File: config.mk
export PLATFORM = sky130hd
export DESIGN_NAME = combination_enumerator_top
export DESIGN_NICKNAME = d
export VERILOG_FILES = /design/src/rtl/core/cmbe_pkg.sv /design/src/rtl/core/cmbe_ctrl.sv /design/src/rtl/core/cmbe_datapath.sv /design/src/rtl/core/combination_enumerator_top.sv
export SDC_FILE = /design/constraint.sdc
export NUM_CORES = 1
export LEC_CHECK = 0
export ABC_CLOCK_PERIOD_IN_PS = 19300
export BUFFER_PORTS_ARGS = -buffer_cell sky130_fd_sc_hd__buf_2
export CAP_MARGIN = 10
export CORE_ASPECT_RATIO = 0.5
export CORE_MARGIN = 2
export CORE_UTILIZATION = 50
export CTS_BUF_LIST = sky130_fd_sc_hd__clkbuf_8
export DETAILED_ROUTE_END_ITERATION = 7
export PLACE_DENSITY_LB_ADDON = 0.05
export SLEW_MARGIN = 0
export SYNTH_ARGS = -nofsm -noshare
export SYNTH_HDL_FRONTEND = slang
export SYNTH_SLANG_ARGS = --single-unit
File: constraint.sdc
create_clock -name clk -period 19.3 [get_ports clk]
set_clock_uncertainty 0.05 [all_clocks]
set_input_delay 3.86 -clock clk [delete_from_list [all_inputs] [get_ports clk]]
set_output_delay 3.86 -clock clk [all_outputs]
set_load 0.005 [all_outputs]
File: src/rtl/core/cmbe_pkg.sv
// ----------------------------------------------------------------------------
// cmbe_pkg
// Types and constants shared by the combination enumerator modules.
// ----------------------------------------------------------------------------
package cmbe_pkg;

    localparam int SET_W      = 6;
    localparam int PICK_W     = 5;
    localparam int POS_W      = 4;
    localparam int SLOT_COUNT = 16;
    localparam int SLOT_W     = $clog2(SLOT_COUNT);
    localparam int TOP_W      = SET_W + 1;
    localparam int CFG_IDX_W  = 1;

    localparam logic [CFG_IDX_W-1:0] REG_SET_SIZE   = 1'd0;
    localparam logic [CFG_IDX_W-1:0] REG_PICK_COUNT = 1'd1;

    localparam logic [SET_W-1:0]  SET_SIZE_RESET   = 6'd5;
    localparam logic [PICK_W-1:0] PICK_COUNT_RESET = 5'd2;

    typedef enum logic [1:0] {
        ST_IDLE,
        ST_EVAL,
        ST_EMIT
    } cmbe_state_t;

    typedef struct packed {
        logic capture;
        logic load_init;
        logic load_step;
        logic set_finished;
        logic emit_exh;
        logic emit_elem;
    } dp_cmd_t;

    typedef struct packed {
        logic valid;
        logic init;
        logic finished;
        logic found;
        logic last_pos;
    } dp_status_t;

endpackage

File: src/rtl/core/cmbe_ctrl.sv
// ----------------------------------------------------------------------------
// cmbe_ctrl
// Sequencer: evaluates a request, then steps the datapath through the items.
// ----------------------------------------------------------------------------
module cmbe_ctrl (
    input  logic                  clk,
    input  logic                  rst_n,
    input  logic                  start,
    output logic                  busy,
    input  cmbe_pkg::dp_status_t  status,
    output cmbe_pkg::dp_cmd_t     cmd
);
    import cmbe_pkg::*;

    cmbe_state_t state_reg;
    cmbe_state_t state_next;
    logic        give_exh;

    assign give_exh = !status.valid || (!status.init && (status.finished || !status.found));

    always_ff @(posedge clk or negedge rst_n)
    begin
        if (!rst_n)
        begin
            state_reg <= ST_IDLE;
        end
        else
        begin
            state_reg <= state_next;
        end
    end

    always_comb
    begin
        state_next = state_reg;
        case (state_reg)
            ST_IDLE:
            begin
                if (start)
                begin
                    state_next = ST_EVAL;
                end
            end
            ST_EVAL:
            begin
                state_next = give_exh ? ST_IDLE : ST_EMIT;
            end
            ST_EMIT:
            begin
                if (status.last_pos)
                begin
                    state_next = ST_IDLE;
                end
            end
            default:
            begin
                state_next = ST_IDLE;
            end
        endcase
    end

    always_comb
    begin
        cmd  = '0;
        busy = 1'b1;
        case (state_reg)
            ST_IDLE:
            begin
                busy        = 1'b0;
                cmd.capture = start;
            end
            ST_EVAL:
            begin
                cmd.emit_exh     = give_exh;
                cmd.set_finished = status.valid && !status.init && !status.finished
                                   && !status.found;
                cmd.load_init    = status.valid && status.init;
                cmd.load_step    = status.valid && !status.init && !status.finished
                                   && status.found;
            end
            ST_EMIT:
            begin
                cmd.emit_elem = 1'b1;
            end
            default:
            begin
                busy = 1'b1;
            end
        endcase
    end

endmodule

File: src/rtl/core/cmbe_datapath.sv
// ----------------------------------------------------------------------------
// cmbe_datapath
// Registers, current combination, pivot search and item output registers.
// ----------------------------------------------------------------------------
module cmbe_datapath #(
    parameter int MAX_SET  = 32,
    parameter int MAX_PICK = 16
) (
    input  logic                                 clk,
    input  logic                                 rst_n,
    input  logic                                 restart,
    input  logic                                 wr_en,
    input  logic [cmbe_pkg::CFG_IDX_W-1:0]       wr_index,
    input  logic [cmbe_pkg::SET_W-1:0]           wr_data,
    input  cmbe_pkg::dp_cmd_t                    cmd,
    output cmbe_pkg::dp_status_t                 status,
    output logic                                 strobe,
    output logic [cmbe_pkg::SET_W-1:0]           element_value,
    output logic [cmbe_pkg::POS_W-1:0]           position,
    output logic                                 last_of_combination,
    output logic                                 final_combination,
    output logic                                 exhausted
);
    import cmbe_pkg::*;

    logic [SET_W-1:0]  set_size_reg;
    logic [PICK_W-1:0] pick_count_reg;
    logic              started_reg;
    logic              finished_reg;
    logic              restart_reg;
    logic [SET_W-1:0]  chosen_reg [SLOT_COUNT];
    logic [SLOT_W-1:0] pivot_reg;
    logic [SLOT_W-1:0] pos_reg;
    logic [SET_W-1:0]  first_reg;
    logic [SET_W-1:0]  prev_reg;
    logic              final_reg;

    logic              strobe_reg;
    logic [SET_W-1:0]  value_reg;
    logic [POS_W-1:0]  position_reg;
    logic              last_reg;
    logic              fin_out_reg;
    logic              exh_reg;

    logic [TOP_W-1:0]  top;
    logic              regs_ok;
    logic              found;
    logic [SLOT_W-1:0] found_idx;
    logic [SET_W-1:0]  c0_next;
    logic [SET_W-1:0]  elem_next;
    logic              last_pos;

    assign top = {1'b0, set_size_reg} - TOP_W'(pick_count_reg) + TOP_W'(1);

    assign regs_ok = (set_size_reg != '0) && (pick_count_reg != '0)
                     && (set_size_reg >= SET_W'(pick_count_reg))
                     && (32'(set_size_reg) <= 32'(MAX_SET))
                     && (32'(pick_count_reg) <= 32'(MAX_PICK))
                     && (32'(pick_count_reg) <= 32'(SLOT_COUNT));

    // rightmost slot that can still rise
    always_comb
    begin
        found     = 1'b0;
        found_idx = '0;
        for (int i = 0; i < SLOT_COUNT; i++)
        begin
            if ((PICK_W'(i) < pick_count_reg)
                && ({1'b0, chosen_reg[i]} < (top + TOP_W'(i))))
            begin
                found     = 1'b1;
                found_idx = SLOT_W'(i);
            end
        end
    end

    assign c0_next = (found_idx == '0) ? chosen_reg[0] + SET_W'(1) : chosen_reg[0];

    assign last_pos = ({1'b0, pos_reg} == (pick_count_reg - PICK_W'(1)));

    always_comb
    begin
        if (pos_reg < pivot_reg)
        begin
            elem_next = chosen_reg[pos_reg];
        end
        else if (pos_reg == pivot_reg)
        begin
            elem_next = first_reg;
        end
        else
        begin
            elem_next = prev_reg + SET_W'(1);
        end
    end

    assign status.valid    = regs_ok;
    assign status.init     = restart_reg || !started_reg;
    assign status.finished = finished_reg;
    assign status.found    = found;
    assign status.last_pos = last_pos;

    always_ff @(posedge clk or negedge rst_n)
    begin
        if (!rst_n)
        begin
            set_size_reg   <= SET_SIZE_RESET;
            pick_count_reg <= PICK_COUNT_RESET;
            started_reg    <= 1'b0;
            finished_reg   <= 1'b0;
            strobe_reg     <= 1'b0;
        end
        else
        begin
            strobe_reg <= cmd.emit_exh || cmd.emit_elem;
            if (wr_en)
            begin
                if (wr_index == REG_SET_SIZE)
                begin
                    set_size_reg <= wr_data;
                end
                else
                begin
                    pick_count_reg <= wr_data[PICK_W-1:0];
                end
                started_reg  <= 1'b0;
                finished_reg <= 1'b0;
            end
            else if (cmd.load_init)
            begin
                started_reg  <= 1'b1;
                finished_reg <= 1'b0;
            end
            else if (cmd.set_finished)
            begin
                finished_reg <= 1'b1;
            end
        end
    end

    always_ff @(posedge clk)
    begin
        if (cmd.capture)
        begin
            restart_reg <= restart;
        end

        if (cmd.load_init)
        begin
            pivot_reg <= '0;
            first_reg <= SET_W'(1);
            final_reg <= (top == TOP_W'(1));
            pos_reg   <= '0;
        end
        else if (cmd.load_step)
        begin
            pivot_reg <= found_idx;
            first_reg <= chosen_reg[found_idx] + SET_W'(1);
            final_reg <= ({1'b0, c0_next} == top);
            pos_reg   <= '0;
        end
        else if (cmd.emit_elem)
        begin
            pos_reg <= pos_reg + SLOT_W'(1);
        end

        if (cmd.emit_elem)
        begin
            chosen_reg[pos_reg] <= elem_next;
            prev_reg            <= elem_next;
            value_reg           <= elem_next;
            position_reg        <= POS_W'(pos_reg);
            last_reg            <= last_pos;
            fin_out_reg         <= final_reg;
            exh_reg             <= 1'b0;
        end
        else if (cmd.emit_exh)
        begin
            value_reg    <= '0;
            position_reg <= '0;
            last_reg     <= 1'b1;
            fin_out_reg  <= 1'b0;
            exh_reg      <= 1'b1;
        end
    end

    assign strobe              = strobe_reg;
    assign element_value       = value_reg;
    assign position            = position_reg;
    assign last_of_combination = last_reg;
    assign final_combination   = fin_out_reg;
    assign exhausted           = exh_reg;

endmodule

File: src/rtl/core/combination_enumerator_top.sv
// ----------------------------------------------------------------------------
// combination_enumerator_top
// Lexicographic k-of-n combination generator, one element per item.
// ----------------------------------------------------------------------------
// A request is taken when start is high and busy is low. The sequencer then
// runs the pivot search in its EVAL state; a valid combination then leaves
// as k items, one per cycle, each on the output ports for a single cycle with
// strobe high, driven from output registers loaded in the EMIT state. busy
// stays high through EVAL and EMIT (EVAL alone for an exhausted item). The
// receiver cannot stall; items must be taken as they come. The user must
// write registers only while busy is low; the block does not enforce this.
// ----------------------------------------------------------------------------
module combination_enumerator_top #(
    parameter int MAX_SET  = 32,
    parameter int MAX_PICK = 16
) (
    input  logic                             clk,
    input  logic                             rst_n,
    input  logic                             start,
    output logic                             busy,
    input  logic                             restart,
    input  logic                             wr_en,
    input  logic [cmbe_pkg::CFG_IDX_W-1:0]   wr_index,
    input  logic [cmbe_pkg::SET_W-1:0]       wr_data,
    output logic                             strobe,
    output logic [cmbe_pkg::SET_W-1:0]       element_value,
    output logic [cmbe_pkg::POS_W-1:0]       position,
    output logic                             last_of_combination,
    output logic                             final_combination,
    output logic                             exhausted
);
    import cmbe_pkg::*;

    dp_cmd_t    cmd;
    dp_status_t status;

    cmbe_ctrl u_ctrl (
        .clk    (clk),
        .rst_n  (rst_n),
        .start  (start),
        .busy   (busy),
        .status (status),
        .cmd    (cmd)
    );

    cmbe_datapath #(
        .MAX_SET  (MAX_SET),
        .MAX_PICK (MAX_PICK)
    ) u_datapath (
        .clk                 (clk),
        .rst_n               (rst_n),
        .restart             (restart),
        .wr_en               (wr_en),
        .wr_index            (wr_index),
        .wr_data             (wr_data),
        .cmd                 (cmd),
        .status              (status),
        .strobe              (strobe),
        .element_value       (element_value),
        .position            (position),
        .last_of_combination (last_of_combination),
        .final_combination   (final_combination),
        .exhausted           (exhausted)
    );

endmodule
; ---- Word level (Yosys, flattened, before mapping)
; Memory sizes are Yosys's and may differ from the RTL's. A register that Yosys moved wholly into a read port is not among the register bits.
; Index checks and enable logic that the tools add are counted.
[totals]
wordCells = 194
n_memories = 1
ff_bits = 51
inputBits = 12
output_inout_bits = 15
mem_bits_rw = 96
[op_classes]
muxes = 61
addsub = 22
n_reduce_logical = 48
magnitude_cmp = 36
n_eq_ne = 8
bitwise = 1
[memory_table]
columns = name, depth, width, read_ports, rd_ports_with_merged_regs, write_ports, line_no
row1 = u_datapath.chosen_reg, 16, 6, 18, 1, 1, cmbe_datapath.sv:31  ; logic [SET_W-1:0] chosen_reg [SLOT_COUNT];
[ops]
columns = operator, count
row1 = < comparator 6 x 7 -> 1 bit, 16
row2 = "adder 7 x 4 -> 7 bit, second input constant", 8
row3 = two-way mux 4 bit, 13
row4 = "< comparator 4 x 5 -> 1 bit, first input constant", 8
row5 = two-way mux 1 bit, 33
row6 = two-way mux 6 bit, 5
row7 = "adder 7 x 3 -> 7 bit, second input constant", 4
row8 = logical AND 1 bit, 27
row9 = "< comparator 3 x 5 -> 1 bit, first input constant", 4
row10 = "adder 6 x 1 -> 6 bit, second input constant", 3
row11 = "adder 7 x 1 -> 7 bit, second input constant", 2
row12 = "adder 7 x 2 -> 7 bit, second input constant", 2
row13 = two-way mux 3 bit, 4
row14 = "< comparator 1 x 5 -> 1 bit, first input constant", 2
row15 = "< comparator 2 x 5 -> 1 bit, first input constant", 2
row16 = two-way mux 2 bit, 5
row17 = == test 6 x 7 -> 1 bit, 1
row18 = "== test 7 x 1 -> 1 bit, second input constant", 1
row19 = subtractor 6 x 5 -> 7 bit, 1
row20 = >= comparator 6 x 5 -> 1 bit, 1
row21 = "<= comparator 6 bit, second input constant", 1
row22 = case mux 2 bit (3 select lines), 1
row23 = AND reduction 2 bit, 3
row24 = nonzero test 2 bit, 3
row25 = 19 further kinds, 26

; ---- Longest topological paths before layout
; Gate-level depths: netlist (run 1).
[depth]
word_depth = 28
mapped_depth = 29
depth_no_buf = 25

; ---- Cells and area by module
; From an unflattened synthesis (run 1), not the netlist that was laid out.
[unflattened]
cells_unflattened = 1015
area_unflattened_um2 = 11148.2
[by_module_without_submodules]
columns = mod, area_per_inst_um2, cells_per_inst, n_inst, seq_area_each_um2
row1 = cmbe_datapath, 10988.0, 997, 1, 4217.8
row2 = cmbe_ctrl, 160.2, 18, 1, 50.0

; ---- Worst setup path after synthesis (run 1)
; OpenSTA, ideal clock, no wires.
[synth_path]
path_type = reg2reg
from = register u_datapath.pick_count_reg[1]
to = register u_datapath.first_reg[5]
n_path_buf = 2
path_slack_ns = 12.815
synth_period_minus_slack_ns = 6.485
arrival_time_ns = 6.356
setup_ns = 0.079
required_time_ns = 19.171
path_stages_with_launch = 28
path_cell_list = dfstp_2 -> inv_1 -> ha_1 -> inv_1 -> ha_1 -> inv_1 -> fa_1 -> clkbuf_1 -> inv_1 -> ha_1 -> clkbuf_1 -> a21oi_1 -> xnor2_1 -> inv_1 -> ha_1 -> o21ai_0 -> a21oi_1 -> o22ai_1 -> o32a_1 -> or4_4 -> o211a_4 -> nor2_8 -> a21oi_1 -> a22o_1 -> a2111oi_0 -> a31oi_1 -> or4_1 -> o211ai_1
[synth_between]
elab_chain_len = 22
elab_cells_between_ends = 111
classes_between = add/sub: 18 / order compare: 34 / mux: 32 / reduce/logical: 26 / memory: 1
[synth_lines]
columns = element, line_no
row1 = from (decl), cmbe_datapath.sv:27  ; logic [PICK_W-1:0] pick_count_reg;
row2 = from (signal assigned), cmbe_datapath.sv:124  ; pick_count_reg <= wr_data[PICK_W-1:0];
row3 = subtractor 6 x 5 -> 7 bit, cmbe_datapath.sv:53  ; assign top = {1'b0, set_size_reg} - TOP_W'(pick_count_reg) + TOP_W'(1);
row4 = adder 7 x 1 -> 7 bit, cmbe_datapath.sv:53
row5 = adder 7 x 1 -> 7 bit / < comparator 6 x 7 -> 1 bit (equally long branches), cmbe_datapath.sv:69  ; && ({1'b0, chosen_reg[i]} < (top + TOP_W'(i))))
row6 = < comparator 6 x 7 -> 1 bit / logical AND 1 bit (equally long branches), cmbe_datapath.sv:69
row7 = logical AND 1 bit / two-way mux 1 bit (equally long branches), "cmbe_datapath.sv:69, cmbe_datapath.sv:68"
row8 = two-way mux 1 bit, cmbe_datapath.sv:68  ; if ((PICK_W'(i) < pick_count_reg)
row9 = two-way mux 2 bit / two-way mux 1 bit (equally long branches) (2 in a row), cmbe_datapath.sv:68
row10 = two-way mux 3 bit / two-way mux 1 bit (equally long branches) (4 in a row), cmbe_datapath.sv:68
row11 = two-way mux 4 bit / two-way mux 1 bit (equally long branches) (8 in a row), cmbe_datapath.sv:68
row12 = memory (16 x 6 bit) / logical AND 1 bit (equally long branches), n/a
row13 = adder 6 x 1 -> 6 bit / two-way mux 4 bit (equally long branches), "cmbe_datapath.sv:158, cmbe_ctrl.sv:66"
row14 = to (signal assigned), cmbe_datapath.sv:158  ; first_reg <= chosen_reg[found_idx] + SET_W'(1);
row15 = to (decl), cmbe_datapath.sv:34  ; logic [SET_W-1:0] first_reg;
; Parallel ways exist; a longest one is shown, timed or not.
; A chain may end at the register's enable or synchronous reset.

; ---- Worst setup path in the final report (run 1)
[layout_path]
from = register u_datapath.pick_count_reg[1]
to = register u_datapath.final_reg, data pin
[layout_between]
elab_chain_len = 25
elab_cells_between_ends = 93
classes_between = add/sub: 17 / order compare: 32 / eq/ne: 2 / mux: 19 / reduce/logical: 23
[layout_lines]
columns = element, line_no
row1 = subtractor 6 x 5 -> 7 bit, cmbe_datapath.sv:53
row2 = adder 7 x 1 -> 7 bit, cmbe_datapath.sv:53
row3 = adder 7 x 1 -> 7 bit, cmbe_datapath.sv:69
row4 = < comparator 6 x 7 -> 1 bit, cmbe_datapath.sv:69
row5 = logical AND 1 bit, cmbe_datapath.sv:69
row6 = two-way mux 1 bit, cmbe_datapath.sv:68
row7 = two-way mux 2 bit (2 in a row), cmbe_datapath.sv:68
row8 = two-way mux 3 bit (4 in a row), cmbe_datapath.sv:68
row9 = two-way mux 4 bit (8 in a row), cmbe_datapath.sv:68
row10 = zero test 4 bit, cmbe_datapath.sv:77  ; assign c0_next = (found_idx == '0) ? chosen_reg[0] + SET_W'(1) : chosen_reg[0];
row11 = two-way mux 6 bit, cmbe_datapath.sv:77
row12 = == test 6 x 7 -> 1 bit, cmbe_datapath.sv:159  ; final_reg <= ({1'b0, c0_next} == top);
row13 = two-way mux 1 bit, cmbe_datapath.sv:155  ; else if (cmd.load_step)
row14 = two-way mux 1 bit (*), cmbe_datapath.sv:148  ; if (cmd.load_init)
row15 = to (signal assigned), cmbe_datapath.sv:152  ; final_reg <= (top == TOP_W'(1));
row16 = to (signal assigned), cmbe_datapath.sv:159
row17 = to (decl), cmbe_datapath.sv:36  ; logic final_reg;
; Mark *: on every way between the ends. The rest lies on a longest branch, timed or not. The select of a mux whose other input is x is not followed.

==> results of run 1 <==
## logic make-up after synthesis
logic type / count (synthesis) / synth area share, %
XOR/XNOR: 68 / 5.45
multiplexers: 61 / 9.39
flip-flops: 151 / 38.5
buffers and inverters: 95 / 3.68
AO/OA/AOI/OAI: 259 / 16.5
AND/OR/NAND/NOR: 270 / 12.5
adder cells (fa/ha/maj): 123 / 14.0
## layer usage
| metal | vias up | wire length, um | global-route usage [%] | share of wire (%) |
|---|---|---|---|---|
| met5 | - | 13 | 0 | 0.035 |
| met4 | 2 | 827 | 9.82 | 2.2 |
| met3 | 62 | 4500 | 11.7 | 12 |
| met2 | 440 | 14700 | 46.6 | 40 |
| met1 | 4269 | 17100 | 46.9 | 46 |
| li1 | 3919 | - | - | - |
## layout by cell type, fill, tap and decap left out, types with 15 or more instances in the layout
| master | count |
|---|---|
| ha_1 | 120 |
| edfxtp_1 | 116 |
| nor2_1 | 73 |
| nand2_1 | 66 |
| o21ai_0 | 59 |
| xnor2_1 | 54 |
| inv_1 | 47 |
| a21oi_1 | 42 |
| mux4_2 | 33 |
| buf_2 | 26 |
| nor3_1 | 22 |
| nand2b_1 | 19 |
| dfxtp_1 | 19 |
| nand3_1 | 18 |
| o21a_1 | 17 |
| clkbuf_8 | 17 |
| buf_4 | 17 |
| mux2i_1 | 15 |
## critical path: stages (launching register included)
cell and delay (ns):
dfstp_2 0.60, inv_1 0.15, ha_1 0.32, inv_1 0.07, ha_1 0.19, inv_1 0.06
fa_1 0.94, inv_1 0.37, ha_1 0.39, a21oi_1 0.27, xnor2_1 0.23, inv_1 0.12
ha_1 0.29, o21ai_0 0.06, a21oi_1 0.12, o22ai_1 0.11, o32a_1 0.38, or4_4 0.53
o211ai_2 0.28, nand3_1 0.38, or2_2 0.45, nor2_1 0.12, xor2_1 0.29, nor4b_1 0.28
a41oi_1 0.09, a2111oi_1 0.41
## how the worst min path moves through the flow
stage,to,depth (start not counted)
2_1_floorplan,u_datapath.first_reg[2],2
3_3_place_gp,u_datapath.exhausted,2
3_5_place_dp,u_datapath.exhausted,2
4_1_cts,u_datapath.exhausted,2
5_1_grt,u_datapath.exhausted,2
6_report,u_datapath.exhausted,2
## through the flow
step | utilization, % | worst slack (ns)
6_report | 55.2 | 11.51
5_1_grt | 55.2 | 10.91
4_1_cts | 55.2 | 11.58
3_5_place_dp | 53.1 | 11.62
3_3_place_gp | 53.1 | 11.76
2_1_floorplan | - | 12.82
## cell type report
cell class,instances,area (um^2)
clock buffer,17,234
clock inverter,15,231
fill,1960,9710
inverter,51,191
multi-input combinational,781,6410
sequential,151,4270
tap,300,375
timing repair buffer,43,258
## synthesized netlist by cell type (all sizes together), types with 26 or more instances
| cell | number |
|---|---|
| inv | 48 |
| ha | 120 |
| clkbuf | 29 |
| o21ai | 70 |
| xnor2 | 54 |
| nor3 | 26 |
| nor2 | 75 |
| a21oi | 44 |
| nand2 | 67 |
| edfxtp | 116 |
| mux4 | 33 |
==> results.cfg, run 1 <==
[sta]
period_share_pct = 40.4
tightest_slew_ns = 1.07
relSlewSlack_pct = 28.3
finalCriticalPeriod_ns = 7.79
max_clock_freq_ghz = 0.128
rsz0062_at_grt = no
maxSlewViolCount = 0
finalSetupViolations = 0
holdWs_ns = 0.389
tns_ns = 0
hold_viol = 0

[worst_setup_path]
end_kind = flop
reg2reg_to = u_datapath.final_reg
arrival_ns = 8.01
reg2reg_depth = 25
r2r_start = u_datapath.pick_count_reg[1]
crit_path_end = u_datapath.final_reg
regToRegSetupSlack_ns = 11.51
cp-startpoint = u_datapath.pick_count_reg[1]
startpoint_type = flop
cp.required_ns = 19.52
path_class = reg -> reg
critPathMaxFanout = 15

[logic_synthesis]
synth_edf_count = 116
synthDominantCellAreaShare_pct = 31.5
synth_area_um2 = 11100
ys_seq_area_share_pct = 38.5
synthCells = 1027
ys_warn_count = 0
synth.top_cells.by_area = edfxtp_1 31%, ha_1 14%, mux4_2 6.7%, xnor2_1 4.3%, dfxtp_1 3.4%
syn_area_per_cell_um2 = 10.8
synth_largest_area_cell = edfxtp_1
syn_nets = 1161
synth_flop_cell = edfxtp_1
synth.ff_latch_count = 151
synth.distinct_cells = 98
async_reset_ff_share_pct = 10.6

[grt]
grt_use_total_pct = 32.8
grt-ovfl-total = 0
grt_max_degree = 26
grt_pass1_wl_um = 54400
grt_pass1_vias = 8159
antenna_found_initial = 2

[floorplan]
boundaryPins = 27
die_area_um2 = 23400
coreArea_um2 = 21700
die_h_um = 109
row_count = 38
start_util_pct = 51.1
chipWidth_um = 214

[cells_and_area]
nets = 1179
design_area_um2 = 12000
largest_reg_flops = 96
diodes = 0
drive_above_1_share_pct = 15.7
final_cells = 1358
area_growth_pct = 8.09

[clock_tree]
root_buffer = clkbuf_8
tritoncts = done
cts-resized-gates = 0
clock_latency_ns = 0.50
cts_buffer_depth = 2
numCtsBuffers = 17
h-tree-depth = 4
cts_setup_buffers = 0
hold_buffers = 0
clk_pin_slew_ns = 0.08
cts.sinks = 151

[run]
cap_violations = 0

[place]
placement.cell_area_um2 = 11500
place.gp.congestion = 0.951
io_buffers = 26
place_inst = 1326
dp.final_hpwl_um = 28900

[drt]
dr.first_iter.drc_count = 1188
drc = 0
routedWlPerCell_um = 27.4
vias = 8692
postRouteAntennaNets = 0
viasPerCell = 6.40
drt_first_pass_iters = 5
drt_wl_total_um = 37200

[outcome]
outcome = completed

[hold_path]
hp-start = u_datapath.exhausted
hp-class = reg -> reg
Power of run 1 is left out: the tool's default activity adds up to more than one toggle a clock period on the data nets, which glitch-free logic cannot reach.
==> run 2, diff against run 1 <==
--- a/config.mk
+++ b/config.mk
@@ -5,7 +5,8 @@
 export SDC_FILE = /design/constraint.sdc
 export NUM_CORES = 1
 export LEC_CHECK = 0
-export ABC_CLOCK_PERIOD_IN_PS = 19300
+export ABC_AREA = 1
+export ABC_CLOCK_PERIOD_IN_PS = 6500
 export BUFFER_PORTS_ARGS = -buffer_cell sky130_fd_sc_hd__buf_2
 export CAP_MARGIN = 10
 export CORE_ASPECT_RATIO = 0.5
==> constraint.sdc (replaced) <==
create_clock -name clk -period 6.5 [get_ports clk]
set_clock_uncertainty 0.05 [all_clocks]
set_input_delay 1.3 -clock clk [delete_from_list [all_inputs] [get_ports clk]]
set_output_delay 1.3 -clock clk [all_outputs]
set_load 0.005 [all_outputs]
==> run 2 against run 1 <==
Against the previous run: global-route usage grew 1.8 points; critical endpoint is now u_datapath.pivot_reg[0]; via count increased by 16%; highest routed layer is now met4; non-clock buffer count is 42 higher.
==> results.cfg, run 2 <==
[worst_setup_path]
startpoint_type = flop
crit_path_end = u_datapath.pivot_reg[0]
cp_common_cell = inv_1
crit_path_max_incr_delay_ns = 0.64
end_kind = flop
reg2reg_depth = 30
critPathMaxFanout = 8
r2r_start = u_datapath.pick_count_reg[1]
cp-startpoint = u_datapath.pick_count_reg[1]
regToRegSetupSlack_ns = 0.40
path_class = reg -> reg
cp_slowest_cell = fa_2
cp.required_ns = 6.85
reg2reg_to = u_datapath.pivot_reg[0]
arrival_ns = 6.45

[grt]
grt_use_total_pct = 34.6
grt_pass1_vias = 9272
antenna_found_initial = 0
grt-ovfl-total = 0
grt_max_degree = 47
grt_pass1_wl_um = 58600

[sta]
hold_viol = 0
max_clock_freq_ghz = 0.164
relSlewSlack_pct = 27.7
finalCriticalPeriod_ns = 6.10
finalSetupViolations = 0
tightest_slew_ns = 1.08
period_share_pct = 93.9
maxSlewViolCount = 0

[drt]
drt_first_pass_iters = 6
dr.first_iter.drc_count = 1239
postRouteAntennaNets = 0
viasPerCell = 5.85
vias = 10100
routedWlPerCell_um = 23.0
drc = 0
drt_wl_total_um = 39800

[cells_and_area]
final_util_pct = 56.7
final_cell_mix = 282 x nand2_1, 138 x inv_1, 119 x ha_1
fillers = 2035
layout_commonest_cell = nand2_1
drive_above_1_share_pct = 12.6
largest_reg_flops = 96
area_growth_pct = 10.6
diodes = 0
final_cells = 1730
design_area_um2 = 12400
nets = 1551

[place]
place.gp.congestion = 0.987
dp.final_hpwl_um = 30500
place_inst = 1693
io_buffers = 26
placement.cell_area_um2 = 11800

[logic_synthesis]
syn_area_per_cell_um2 = 8.20
syn_nets = 1496
yosys-top-cells-count = 283 x nand2_1, 139 x inv_1, 120 x ha_1
synth.ff_latch_count = 151
synth_largest_area_cell = edfxtp_1
synth.distinct_cells = 60
synthCells = 1362
ys_warn_count = 0
ys_seq_area_share_pct = 38.2
yosysMostFrequentCell = nand2_1
synth_edf_count = 116
synth_flop_cell = edfxtp_1
synth.top_cells.by_area = edfxtp_1 31%, ha_1 13%, nand2_1 9.5%, o21ai_0 5.1%, nand3_1 5.0%
synthDominantCellAreaShare_pct = 31.2
async_reset_ff_share_pct = 10.6
synth_area_um2 = 11200

[floorplan]
row_count = 38
chipWidth_um = 215
boundaryPins = 27
die_h_um = 110
die_area_um2 = 23600
start_util_pct = 51.3
coreArea_um2 = 21800

[clock_tree]
cts.sinks = 151
root_buffer = clkbuf_8
clk_pin_slew_ns = 0.10
tritoncts = done
clock_latency_ns = 0.49
cts_buffer_depth = 2
numCtsBuffers = 17
hold_buffers = 0
h-tree-depth = 4

[outcome]
outcome = completed

[hold_path]
hp-class = reg -> reg

[run]
cap_violations = 0
-- run 2: cell count changes in the layout (fill, tap and decap cells not counted), moves of 19 or more --
| cell | change |
|---|---|
| buf_4 | +39 |
| mux4_2 | -33 |
| nand2b_1 | -19 |
| nand2_1 | +216 |
| xor2_1 | +26 |
| inv_1 | +91 |
| a21oi_1 | +39 |
| o21ai_0 | +48 |
| nor2_1 | +39 |
| xnor2_1 | -45 |
| nand3_1 | +93 |
-- run 2: critical path, delay by kind of cell (launching register included) --
family                     cells  cell delay, ns
DFF                            1            0.57
xor gates and xnor gates       1            0.28
buffers and inverters         10            1.18
AOI/OAI and AO/OA              6            1.16
and+or+nand+nor                8            1.08
adders and majority gates      5            1.66
-- run 2: cells by family after synthesis --
| family | count (synthesis) | share of synthesized area (%) |
|---|---|---|
| and+or+nand+nor | 557 | 21.8 |
| buffers and inverters | 201 | 7.50 |
| AOI/OAI and AO/OA | 279 | 14.4 |
| adders and majority gates | 122 | 13.8 |
| muxes | 1 | 0.0897 |
| xor gates and xnor gates | 51 | 4.14 |
| DFF | 151 | 38.2 |
-- run 2: worst min-delay path by stage --
| stage | from | to | slack, ns | cells after the start |
|---|---|---|---|---|
| finish | u_datapath.exhausted | u_datapath.exhausted | 0.41 | 2 |
| global route | u_datapath.first_reg[3] | u_datapath.first_reg[3] | 0.44 | 2 |
| CTS | u_datapath.exhausted | u_datapath.exhausted | 0.41 | 2 |
| detailed placement | u_datapath.exhausted | u_datapath.exhausted | 0.40 | 2 |
| global placement | u_datapath.exhausted | u_datapath.exhausted | 0.39 | 2 |
| floorplan | u_datapath.first_reg[4] | u_datapath.first_reg[4] | 0.38 | 2 |
-- run 2: layout make-up --
type / count / area [um^2] / area share [%]
clock buffers: 17 / 234 / 1.89
flip-flops and latches: 151 / 4270 / 34.6
inverters: 152 / 583 / 4.72
multi-input cells: 1010 / 6120 / 49.6
repair buffers: 85 / 611 / 4.94
clock inverters: 15 / 155 / 1.26
well taps: 300 / 375 / 3.04
-- run 2: what timing repair did --
action / 4_1_cts / 5_1_grt
setup endpoints to repair: 0 / 33
gates resized for setup: 0 / 24
buffers inserted: 0 / 5
-- run 2: metrics by stage --
step                hold slack [ns]  setup TNS [ns]  setup slack, ns
finish                        0.407               0            0.399
floorplan                     0.376               0            0.731
global placement              0.385               0            0.345
global route                  0.443          -0.222           -0.113
CTS                           0.414               0            0.190
detailed placement            0.400               0            0.251
-- run 2: layer usage --
metal,vias to the layer above,global-route usage (%),part of all wire [%]
li1,4749,-,-
met1,4764,50.0,45
met2,565,50.1,40
met3,42,12.5,15
met4,0,6.01,1.2
met5,-,0,0
Power of run 2 is left out for the same reason.
